File: src/rtl/core/fpa_pkg.sv
// ----------------------------------------------------------------------------
// Fixed-point ALU package
// Shared types, operation codes and saturation helpers.
// ----------------------------------------------------------------------------
package fpa_pkg;

  localparam int unsigned FpaFractionBits = 8;
  localparam int unsigned FpaQueueDepth   = 4;

  typedef enum logic [3:0] {
    OP_ADD    = 4'd0,
    OP_SUB    = 4'd1,
    OP_MUL    = 4'd2,
    OP_DIV    = 4'd3,
    OP_GT     = 4'd4,
    OP_LT     = 4'd5,
    OP_GE     = 4'd6,
    OP_LE     = 4'd7,
    OP_EQ     = 4'd8,
    OP_NE     = 4'd9,
    OP_MIN    = 4'd10,
    OP_MAX    = 4'd11,
    OP_INC    = 4'd12,
    OP_DEC    = 4'd13,
    OP_TO_INT = 4'd14
  } fpa_op_e;

  typedef enum logic [1:0] {
    KIND_SIMPLE,
    KIND_MUL,
    KIND_DIV
  } fpa_kind_e;

  typedef struct packed {
    logic [3:0]         operation;
    logic signed [31:0] operand_a;
    logic signed [31:0] operand_b;
  } fpa_request_t;

  typedef struct packed {
    logic signed [31:0] result_value;
    logic               compare_true;
    logic               divide_by_zero;
    logic               saturated;
  } fpa_result_t;

  typedef struct packed {
    fpa_op_e    op;
    fpa_kind_e  kind;
    logic [31:0] a;
    logic [31:0] b;
    logic        neg_a;
    logic        neg_b;
    logic [31:0] mag_a;
    logic [31:0] mag_b;
  } fpa_task_t;

  typedef struct packed {
    logic [31:0] value;
    logic        sat;
  } fpa_sat_t;

  function automatic logic [31:0] magnitude(input logic [31:0] w);
    return w[31] ? (32'd0 - w) : w;
  endfunction

  function automatic fpa_sat_t join_sat(input logic neg, input logic [63:0] mag);
    fpa_sat_t r;
    r.sat   = 1'b0;
    r.value = mag[31:0];
    if (neg) begin
      if (mag > 64'h0000_0000_8000_0000) begin
        r.sat   = 1'b1;
        r.value = 32'h8000_0000;
      end else begin
        r.value = 32'd0 - mag[31:0];
      end
    end else if (mag > 64'h0000_0000_7FFF_FFFF) begin
      r.sat   = 1'b1;
      r.value = 32'h7FFF_FFFF;
    end
    return r;
  endfunction

endpackage

File: src/rtl/core/fpa_front.sv
// ----------------------------------------------------------------------------
// Fixed-point ALU front end
// Accepts requests, classifies them and holds them in a short queue.
// ----------------------------------------------------------------------------
module fpa_front import fpa_pkg::*; #(
  parameter int unsigned QUEUE_DEPTH = FpaQueueDepth
) (
  input  logic         clk_i,
  input  logic         rst_ni,
  input  logic         start,
  output logic         busy,
  input  fpa_request_t request_i,
  input  logic         pop_i,
  output logic         valid_o,
  output fpa_task_t    task_o
);

  localparam int unsigned PtrW = (QUEUE_DEPTH > 1) ? $clog2(QUEUE_DEPTH) : 1;
  localparam int unsigned CntW = $clog2(QUEUE_DEPTH + 1);

  fpa_task_t             mem_q [QUEUE_DEPTH];
  logic [PtrW-1:0]       wr_ptr_q, wr_ptr_d, rd_ptr_q, rd_ptr_d;
  logic [CntW-1:0]       count_q, count_d;
  fpa_task_t             new_task;
  logic                  push, pop;

  always_comb begin
    new_task.op    = fpa_op_e'(request_i.operation);
    new_task.a     = request_i.operand_a;
    new_task.b     = request_i.operand_b;
    new_task.neg_a = request_i.operand_a[31];
    new_task.neg_b = request_i.operand_b[31];
    new_task.mag_a = magnitude(request_i.operand_a);
    new_task.mag_b = magnitude(request_i.operand_b);
    unique case (new_task.op)
      OP_MUL:  new_task.kind = KIND_MUL;
      OP_DIV:  new_task.kind = KIND_DIV;
      default: new_task.kind = KIND_SIMPLE;
    endcase
  end

  assign busy    = (count_q == CntW'(QUEUE_DEPTH));
  assign valid_o = (count_q != '0);
  assign task_o  = mem_q[rd_ptr_q];
  assign push    = start && !busy;
  assign pop     = pop_i && valid_o;

  always_comb begin
    wr_ptr_d = wr_ptr_q;
    rd_ptr_d = rd_ptr_q;
    count_d  = count_q;
    if (push) begin
      wr_ptr_d = (wr_ptr_q == PtrW'(QUEUE_DEPTH - 1)) ? '0 : wr_ptr_q + PtrW'(1);
    end
    if (pop) begin
      rd_ptr_d = (rd_ptr_q == PtrW'(QUEUE_DEPTH - 1)) ? '0 : rd_ptr_q + PtrW'(1);
    end
    if (push && !pop) begin
      count_d = count_q + CntW'(1);
    end else if (pop && !push) begin
      count_d = count_q - CntW'(1);
    end
  end

  always_ff @(posedge clk_i or negedge rst_ni) begin
    if (!rst_ni) begin
      wr_ptr_q <= '0;
      rd_ptr_q <= '0;
      count_q  <= '0;
    end else begin
      wr_ptr_q <= wr_ptr_d;
      rd_ptr_q <= rd_ptr_d;
      count_q  <= count_d;
    end
  end

  always_ff @(posedge clk_i) begin
    if (push) begin
      mem_q[wr_ptr_q] <= new_task;
    end
  end

endmodule

File: src/rtl/core/fpa_back.sv
// ----------------------------------------------------------------------------
// Fixed-point ALU back end
// Executes queued requests: combinational simple ops, a registered multiply and a
// bit-serial restoring divide, then drives the result strobe.
// ----------------------------------------------------------------------------
module fpa_back import fpa_pkg::*; #(
  parameter int unsigned FRACTION_BITS = FpaFractionBits
) (
  input  logic        clk_i,
  input  logic        rst_ni,
  input  logic        valid_i,
  input  fpa_task_t   task_i,
  output logic        pop_o,
  output logic        done_o,
  output fpa_result_t result_o
);

  localparam int unsigned NumW   = 32 + FRACTION_BITS;
  localparam int unsigned CntW   = $clog2(NumW + 1);
  localparam logic [63:0] RndAdd = (64'd1 << FRACTION_BITS) >> 1;

  typedef enum logic [1:0] {
    ST_IDLE,
    ST_MUL,
    ST_DIV,
    ST_DIV_ROUND
  } state_e;

  state_e            state_q;
  logic [63:0]       prod_q;
  logic [NumW-1:0]   num_q, quo_q;
  logic [31:0]       rem_q, divisor_q;
  logic              neg_q;
  logic [CntW-1:0]   cnt_q;
  logic              done_q, done_d;
  fpa_result_t       result_q, result_d;

  fpa_result_t       simple_res, dz_res, mul_res, div_res;
  logic [31:0]       int_mag;
  logic [32:0]       trial, diff;
  logic              trial_ge;
  logic [63:0]       mul_mag, div_mag;
  fpa_sat_t          mul_sat, div_sat;
  logic              rnd_up;

  assign pop_o = (state_q == ST_IDLE) && valid_i;

  always_comb begin
    simple_res = '0;
    int_mag    = task_i.mag_a >> FRACTION_BITS;
    case (task_i.op)
      OP_ADD:    simple_res.result_value = task_i.a + task_i.b;
      OP_SUB:    simple_res.result_value = task_i.a - task_i.b;
      OP_GT:     simple_res.compare_true = $signed(task_i.b) < $signed(task_i.a);
      OP_LT:     simple_res.compare_true = $signed(task_i.a) < $signed(task_i.b);
      OP_GE:     simple_res.compare_true = !($signed(task_i.a) < $signed(task_i.b));
      OP_LE:     simple_res.compare_true = !($signed(task_i.b) < $signed(task_i.a));
      OP_EQ:     simple_res.compare_true = (task_i.a == task_i.b);
      OP_NE:     simple_res.compare_true = (task_i.a != task_i.b);
      OP_MIN:    simple_res.result_value =
                   ($signed(task_i.a) < $signed(task_i.b)) ? task_i.a : task_i.b;
      OP_MAX:    simple_res.result_value =
                   ($signed(task_i.b) < $signed(task_i.a)) ? task_i.a : task_i.b;
      OP_INC:    simple_res.result_value = task_i.a + 32'd1;
      OP_DEC:    simple_res.result_value = task_i.a - 32'd1;
      OP_TO_INT: simple_res.result_value = task_i.neg_a ? (32'd0 - int_mag) : int_mag;
      default:   simple_res = '0;
    endcase
  end

  always_comb begin
    trial    = {rem_q, num_q[NumW-1]};
    diff     = trial - {1'b0, divisor_q};
    trial_ge = (trial >= {1'b0, divisor_q});
    mul_mag  = (prod_q + RndAdd) >> FRACTION_BITS;
    mul_sat  = join_sat(neg_q, mul_mag);
    rnd_up   = ({rem_q, 1'b0} >= {1'b0, divisor_q});
    div_mag  = 64'(quo_q) + 64'(rnd_up);
    div_sat  = join_sat(neg_q, div_mag);

    mul_res              = '0;
    mul_res.result_value = mul_sat.value;
    mul_res.saturated    = mul_sat.sat;
    div_res              = '0;
    div_res.result_value = div_sat.value;
    div_res.saturated    = div_sat.sat;
    dz_res                = '0;
    dz_res.divide_by_zero = 1'b1;
    if (task_i.mag_a != '0) begin
      dz_res.saturated    = 1'b1;
      dz_res.result_value = task_i.neg_a ? 32'h8000_0000 : 32'h7FFF_FFFF;
    end
  end

  always_comb begin
    done_d   = 1'b0;
    result_d = result_q;
    unique case (state_q)
      ST_IDLE: begin
        if (valid_i) begin
          if (task_i.kind == KIND_DIV) begin
            if (task_i.mag_b == '0) begin
              done_d   = 1'b1;
              result_d = dz_res;
            end
          end else if (task_i.kind != KIND_MUL) begin
            done_d   = 1'b1;
            result_d = simple_res;
          end
        end
      end
      ST_MUL: begin
        done_d   = 1'b1;
        result_d = mul_res;
      end
      ST_DIV_ROUND: begin
        done_d   = 1'b1;
        result_d = div_res;
      end
      default: ;
    endcase
  end

  always_ff @(posedge clk_i or negedge rst_ni) begin
    if (!rst_ni) begin
      state_q   <= ST_IDLE;
      done_q    <= 1'b0;
      result_q  <= '0;
      prod_q    <= '0;
      num_q     <= '0;
      quo_q     <= '0;
      rem_q     <= '0;
      divisor_q <= '0;
      neg_q     <= 1'b0;
      cnt_q     <= '0;
    end else begin
      done_q   <= done_d;
      result_q <= result_d;
      unique case (state_q)
        ST_IDLE: begin
          if (valid_i) begin
            neg_q <= task_i.neg_a != task_i.neg_b;
            unique case (task_i.kind)
              KIND_MUL: begin
                prod_q  <= 64'(task_i.mag_a) * 64'(task_i.mag_b);
                state_q <= ST_MUL;
              end
              KIND_DIV: begin
                if (task_i.mag_b != '0) begin
                  num_q     <= {task_i.mag_a, {FRACTION_BITS{1'b0}}};
                  quo_q     <= '0;
                  rem_q     <= '0;
                  divisor_q <= task_i.mag_b;
                  cnt_q     <= CntW'(NumW);
                  state_q   <= ST_DIV;
                end
              end
              default: ;
            endcase
          end
        end
        ST_MUL: begin
          state_q <= ST_IDLE;
        end
        ST_DIV: begin
          rem_q <= trial_ge ? diff[31:0] : trial[31:0];
          quo_q <= {quo_q[NumW-2:0], trial_ge};
          num_q <= num_q << 1;
          cnt_q <= cnt_q - CntW'(1);
          if (cnt_q == CntW'(1)) begin
            state_q <= ST_DIV_ROUND;
          end
        end
        ST_DIV_ROUND: begin
          state_q <= ST_IDLE;
        end
        default: state_q <= ST_IDLE;
      endcase
    end
  end

  assign done_o   = done_q;
  assign result_o = result_q;

endmodule

File: src/rtl/core/fixed_point_alu.sv
// ----------------------------------------------------------------------------
// Fixed-point ALU
// Signed raw 32-bit fixed-point ALU with a request queue ahead of the
// execution unit.
// ----------------------------------------------------------------------------
// A request is taken when start is high and busy is low; busy rises only when
// the request queue (QUEUE_DEPTH entries) is full. Each request gives one
// result, shown for one cycle with done_o, in request order; results cannot be
// held off. Add, subtract, compare, min/max, inc/dec and to_int are resolved
// in the idle state and sustain one request per cycle unless a multiply or
// divide holds the execution unit. Results pass the queue and result_q.
// Multiply registers the 32x32 magnitude product, then rounds and clamps it.
// Divide runs a restoring divider at one quotient bit per cycle, then rounds;
// a zero divisor is answered from the idle state without running the divider.
module fixed_point_alu import fpa_pkg::*; #(
  parameter int unsigned FRACTION_BITS = FpaFractionBits,
  parameter int unsigned QUEUE_DEPTH   = FpaQueueDepth
) (
  input  logic         clk_i,
  input  logic         rst_ni,
  input  logic         start,
  output logic         busy,
  input  fpa_request_t request_i,
  output logic         done_o,
  output fpa_result_t  result_o
);

  logic      task_valid, task_pop;
  fpa_task_t task_head;

  fpa_front #(
    .QUEUE_DEPTH(QUEUE_DEPTH)
  ) u_front (
    .clk_i    (clk_i),
    .rst_ni   (rst_ni),
    .start    (start),
    .busy     (busy),
    .request_i(request_i),
    .pop_i    (task_pop),
    .valid_o  (task_valid),
    .task_o   (task_head)
  );

  fpa_back #(
    .FRACTION_BITS(FRACTION_BITS)
  ) u_back (
    .clk_i   (clk_i),
    .rst_ni  (rst_ni),
    .valid_i (task_valid),
    .task_i  (task_head),
    .pop_o   (task_pop),
    .done_o  (done_o),
    .result_o(result_o)
  );

endmodule

File: config.mk
export PLATFORM = sky130hd
export DESIGN_NAME = fixed_point_alu
export DESIGN_NICKNAME = d
export VERILOG_FILES = /design/src/rtl/core/fpa_pkg.sv /design/src/rtl/core/fpa_front.sv /design/src/rtl/core/fpa_back.sv /design/src/rtl/core/fixed_point_alu.sv
export SDC_FILE = /design/constraint.sdc
export NUM_CORES = 2
export LEC_CHECK = 0
export BUFFER_PORTS_ARGS = -buffer_cell sky130_fd_sc_hd__buf_2
export CORE_MARGIN = 1.5
export CORE_UTILIZATION = 30
export CTS_BUF_LIST = sky130_fd_sc_hd__clkbuf_8
export DETAILED_ROUTE_END_ITERATION = 8
export HOLD_SLACK_MARGIN = 0.02
export PLACE_DENSITY = 0.53
export SLEW_MARGIN = 20
export SYNTH_ARGS = -nofsm -noshare
export SYNTH_HDL_FRONTEND = slang
export SYNTH_HIERARCHICAL = 1
export SYNTH_SLANG_ARGS = --single-unit
File: constraint.sdc
create_clock -name clk_i -period 14.4 [get_ports clk_i]
set_input_delay 3.6 -clock clk_i [delete_from_list [all_inputs] [get_ports clk_i]]
set_output_delay 3.6 -clock clk_i [all_outputs]
set_load 0.01 [all_outputs]
; Yosys cells after proc, flatten, opt, wreduce, memory -nomap -nowiden
; Memory sizes are Yosys's and may differ from the RTL's.
; Cells that the tools add are included.
[totals]
regBits = 260
out_inout_bits = 37
input_bits = 71
n_memories = 1
ramBits = 544
[mem_list]
columns = name, depth, width, read_ports, rd_clocked_by_memory_dff, wr, line
row1 = u_front.mem_q, 4, 136, 1, 0, 1, fpa_front.sv:21  ; fpa_task_t mem_q [QUEUE_DEPTH];
[classes]
reduce_logical = 26
mul = 1
mux = 57
n_eq_ne = 35
n_addsub = 17
n_lt_le_gt_ge = 8
[op_table]
columns = operator, count
row1 = two-way mux 32 bit, 13
row2 = two-way mux 40 bit, 6
row3 = case mux 32 bit (7 select lines), 1
row4 = case mux 40 bit (2 select lines), 2
row5 = two-way mux 35 bit, 4
row6 = two-way mux 33 bit, 4
row7 = "subtractor 1 x 32 -> 32 bit, first input constant", 4
row8 = case mux 35 bit (3 select lines), 1
row9 = >= comparator 33 x 32 -> 1 bit, 2
row10 = "adder 64 x 8 -> 64 bit, second input constant", 1
row11 = "greater-than comparator 64 x 31 -> 1 bit, second input constant", 1
row12 = "greater-than comparator 64 x 32 -> 1 bit, second input constant", 1
row13 = less-than comparator 32 bit, 2
row14 = multiplier 32 x 32 -> 64 bit, 1
row15 = case mux 32 bit (2 select lines), 1
row16 = nonzero test 32 bit, 2
row17 = subtractor 32 bit, 2
row18 = "greater-than comparator 56 x 31 -> 1 bit, second input constant", 1
row19 = "greater-than comparator 56 x 32 -> 1 bit, second input constant", 1
row20 = adder 40 x 1 -> 41 bit, 1
row21 = "adder 32 x 1 -> 32 bit, second input constant", 1
row22 = adder 32 bit, 1
row23 = == test 32 bit, 1
row24 = logical NOT 32 bit, 1
row25 = other kinds (38), 89

; Depth between registers and ports, before layout
; An unclocked memory read counts as a cell.
[logic_depth]
ltp_word = 8
ltp_mapped = 34
mapped_depth_nobuf = 31

; Cells and area by module
; The synthesis kept the hierarchy.
[modules_own_cells]
columns = module, instances, seq_area_each_um2, area_each_um2, cells_each
row1 = fpa_back, 1, 5955.7, 55669.6, 6513
row2 = fpa_front, 1, 16030.4, 20783.7, 929

; Worst setup path before layout
; OpenSTA, ideal clock, no wires.
[synth_path]
path_kind = reg-to-reg
from = reg u_front.rd_ptr_q[0]
to = reg u_back.prod_q[58]
stages_incl_launch_ff = 31
t_required_ns = 14.274
synth_period_minus_slack_ns = 8.810
n_path_buf = 4
setup_slack_ns = 5.590
arrival_time_ns = 8.684
cell_sequence = dfrtp_1 -> clkbuf_1 -> buf_1 -> buf_2 -> mux4_2 -> clkbuf_1 -> nand2_1 -> fa_1 -> fa_1 -> inv_1 -> fa_1 -> fa_1 -> fa_1 -> fa_1 -> fa_1 -> inv_1 -> fa_1 -> inv_1 -> ha_1 -> nand4_1 -> nor2_1 -> a311o_1 -> o22a_1 -> a21oi_1 -> o21ai_1 -> nand4_1 -> nand2_1 -> a211oi_1 -> nor2_1 -> a31o_2 -> a221o_1
[synth_lines]
columns = item, line
row1 = start: declaration, fpa_front.sv:22  ; logic [PtrW-1:0] wr_ptr_q, wr_ptr_d, rd_ptr_q, rd_ptr_d;
row2 = start signal: assignment, fpa_front.sv:72  ; rd_ptr_q <= rd_ptr_d;
row3 = end signal: assignment, fpa_back.sv:145  ; prod_q <= 64'(task_i.mag_a) * 64'(task_i.mag_b);
row4 = end: declaration, fpa_back.sv:30  ; logic [63:0] prod_q;

==> qor.csv <==
metric,value,unit
io_pins,108,
cp-start-kind,flip-flop,
slew_headroom,0.1679,
min_path_cells,1,
wl_per_cell,23.07,um
coreArea,253700,um^2
dp_cells,10570,
drt_pass1_iterations,6,
cts_buffers,139,
cts.clk_slew.worst_paths,0.06,ns
ys_types,97,
drtIter0Drc,4943,
synth_edf_count,528,
hpwl,181800,um
critPathMaxStageDelay,0.92,ns
start_util,0.3014,
area_delta_synth_final,8.713,%
cap_viol_max_count,0,
crit_top_cell,fa_1,
nets,8724,
cts_setup_buffers,0,
setup_slack,3.704,ns
routed_wl,249800,um
cts_num_sinks,773,
place.gp.congestion,0.9397,
grt_pass1_vias,57990,
synth_top_area_share,0.2354,
fin_setup_tns,0,ns
critPathArrivalTime,11.48,ns
slew_violations,0,
synth.top_cells.by_count,"inv_1 (1,112), fa_1 (899), nand2_1 (752)",
clkLatencyLatePin,0.90,ns
dieHeight,507.8,um
ys_seq_elements,773,
ant_nets,0,
grtUsageTotal,0.1933,
portBuffers,107,
pre_cts_slack,3.604,ns
hold_buffers,0,
synth_area_leaders,"fa_1 (24%), edfxtp_1 (21%), dfrtp_1 (8.0%)",
fin_crit_sh,0.7428,
final.setup_skew,0.07349,ns
worstMarginPinSlew,1.235,ns
rsz0062_at_grt,false,
drive_above_1_share,0.08609,
grt_pass1_wl,374300,um
syn_area,76450,um^2
synth_seq_area_share,0.2876,
crit_path_end_kind,flip-flop,
crit_fanout,97,
ys_dominant_reg_cell,edfxtp_1,
yosys_warnings,6,
hp-class,reg2reg,
viasPerCell,5.185,
fp-row-count,185,
root_buffer,clkbuf_8,
cts_max_level,4,
via_count,56140,
reg2reg_depth,28,
required,15.18,ns
antenna_found_initial,29,
synth_nets,8818,
postSynthCellCount,7442,
hold_viol,0,
cp_slowest_cell,mux4_2,
ys_async_sr_fraction,0.3169,
clock_path_buffers,3,
grt_max_degree,156,
critPathKind,reg2reg,
fin_cells,10830,
overflow,0,
die_area,257900,um^2
max_freq,93.49,MHz
drcViolationCount,0,
yosysMostFrequentCell,inv_1,
whs,0.4881,ns
cts_resized,0,
cts_tree,done,
dieWidth,507.8,um
syn-mean-instance-area,10.27,um^2
min_period,10.70,ns
synth_top_area_cell,fa_1,
fill_cells,26150,
status,"finished, final reports clean",
setup_viol,0,
[worst max-delay path: cells and delay by family (launching register included)]
| kind | cells | cell delay (ns) |
|---|---|---|
| AO/OA/AOI/OAI | 7 | 2.39 |
| adder cells (fa/ha/maj) | 9 | 4.27 |
| buffers and inverters | 6 | 0.89 |
| flip-flops | 1 | 0.88 |
| multiplexers | 1 | 0.92 |
| AND/OR/NAND/NOR | 5 | 0.98 |
[state kept, by name, indices dropped and copies added (netlist names), 3 cells and up]
register,flops
u_back/quo_q,40
u_back/num_q,32
u_front/count_q,3
u_back/divisor_q,32
u_back/rem_q,32
u_back/cnt_q,6
u_front/mem_q,528
u_back/prod_q,57
u_back/result_o,35
[per-layer routing]
layer  GRT usage  up-vias  routed length [um]
met2      0.3087     2027              115200
met1      0.2665    29130              108800
li1            -    24600                   -
met5           0        -                 162
met3     0.03124      355               17530
met4     0.06298       24                8128
[kinds of logic (layout without fill, tap and decap cells)]
kind of cell    after synthesis  after routing  synth area share
fa+ha+maj                  1305           1305            0.3018
compound gates             1022           1022           0.09178
flops                       773            773            0.2876
mux                         215            215           0.04988
simple gates               2203           2203            0.1489
other cells                   0              4                 0
xor+xnor                    362            362           0.04147
buf+inv                    1562           1577           0.07857
[final timing paths]
kind	start	end	slack (ns)
hold reg to reg	u_front/count_q[2]	u_front/count_q[2]	0.49
min in group asynchronous	rst_ni	u_front/rd_ptr_q[1]	2.75
hold / removal	u_front/count_q[2]	u_front/count_q[2]	0.49
max in group asynchronous	rst_ni	u_back/rem_q[3]	10.10
setup / recovery	u_front/rd_ptr_q[1]	u_back/prod_q[58]	3.70
setup reg to reg	u_front/rd_ptr_q[1]	u_back/prod_q[58]	3.70
[metrics by stage]
step,area (um^2),utilization
after floorplan,76450,-
after global placement,80340,0.3167
after detailed placement,80350,0.3167
after CTS,83100,0.3276
after global routing,83110,0.3276
final,83110,0.3276
[layout make-up]
cell class / count / area (um^2) / share of cell area
Tap cell: 3366 / 4212 / 0.05067
Clock buffer: 156 / 2147 / 0.02583
Clock inverter: 94 / 611.8 / 0.007361
Multi-Input combinational cell: 5107 / 48580 / 0.5844
Timing Repair Buffer: 214 / 1386 / 0.01668
Inverter: 1113 / 4178 / 0.05026
Antenna cell: 4 / 10.01 / 0.0001204
Sequential cell: 773 / 21990 / 0.2646
[cell usage in the layout, fill, tap and decap left out, types with 51 or more instances in the layout]
cell	count
inv_1	1157
fa_1	899
nand2_1	751
and2_1	623
edfxtp_1	528
ha_1	406
dfrtp_1	242
o21ai_0	240
nor2_1	228
xnor2_1	226
a21oi_1	215
clkbuf_8	156
xor2_1	136
mux4_2	132
nor3_1	108
buf_2	106
buf_4	104
nand3_1	94
a21o_1	83
nand4_1	76
mux2i_1	75
and3_1	51
Power is left out: the tool's default activity adds up to more than one toggle a clock period on the data nets, which glitch-free logic cannot reach.
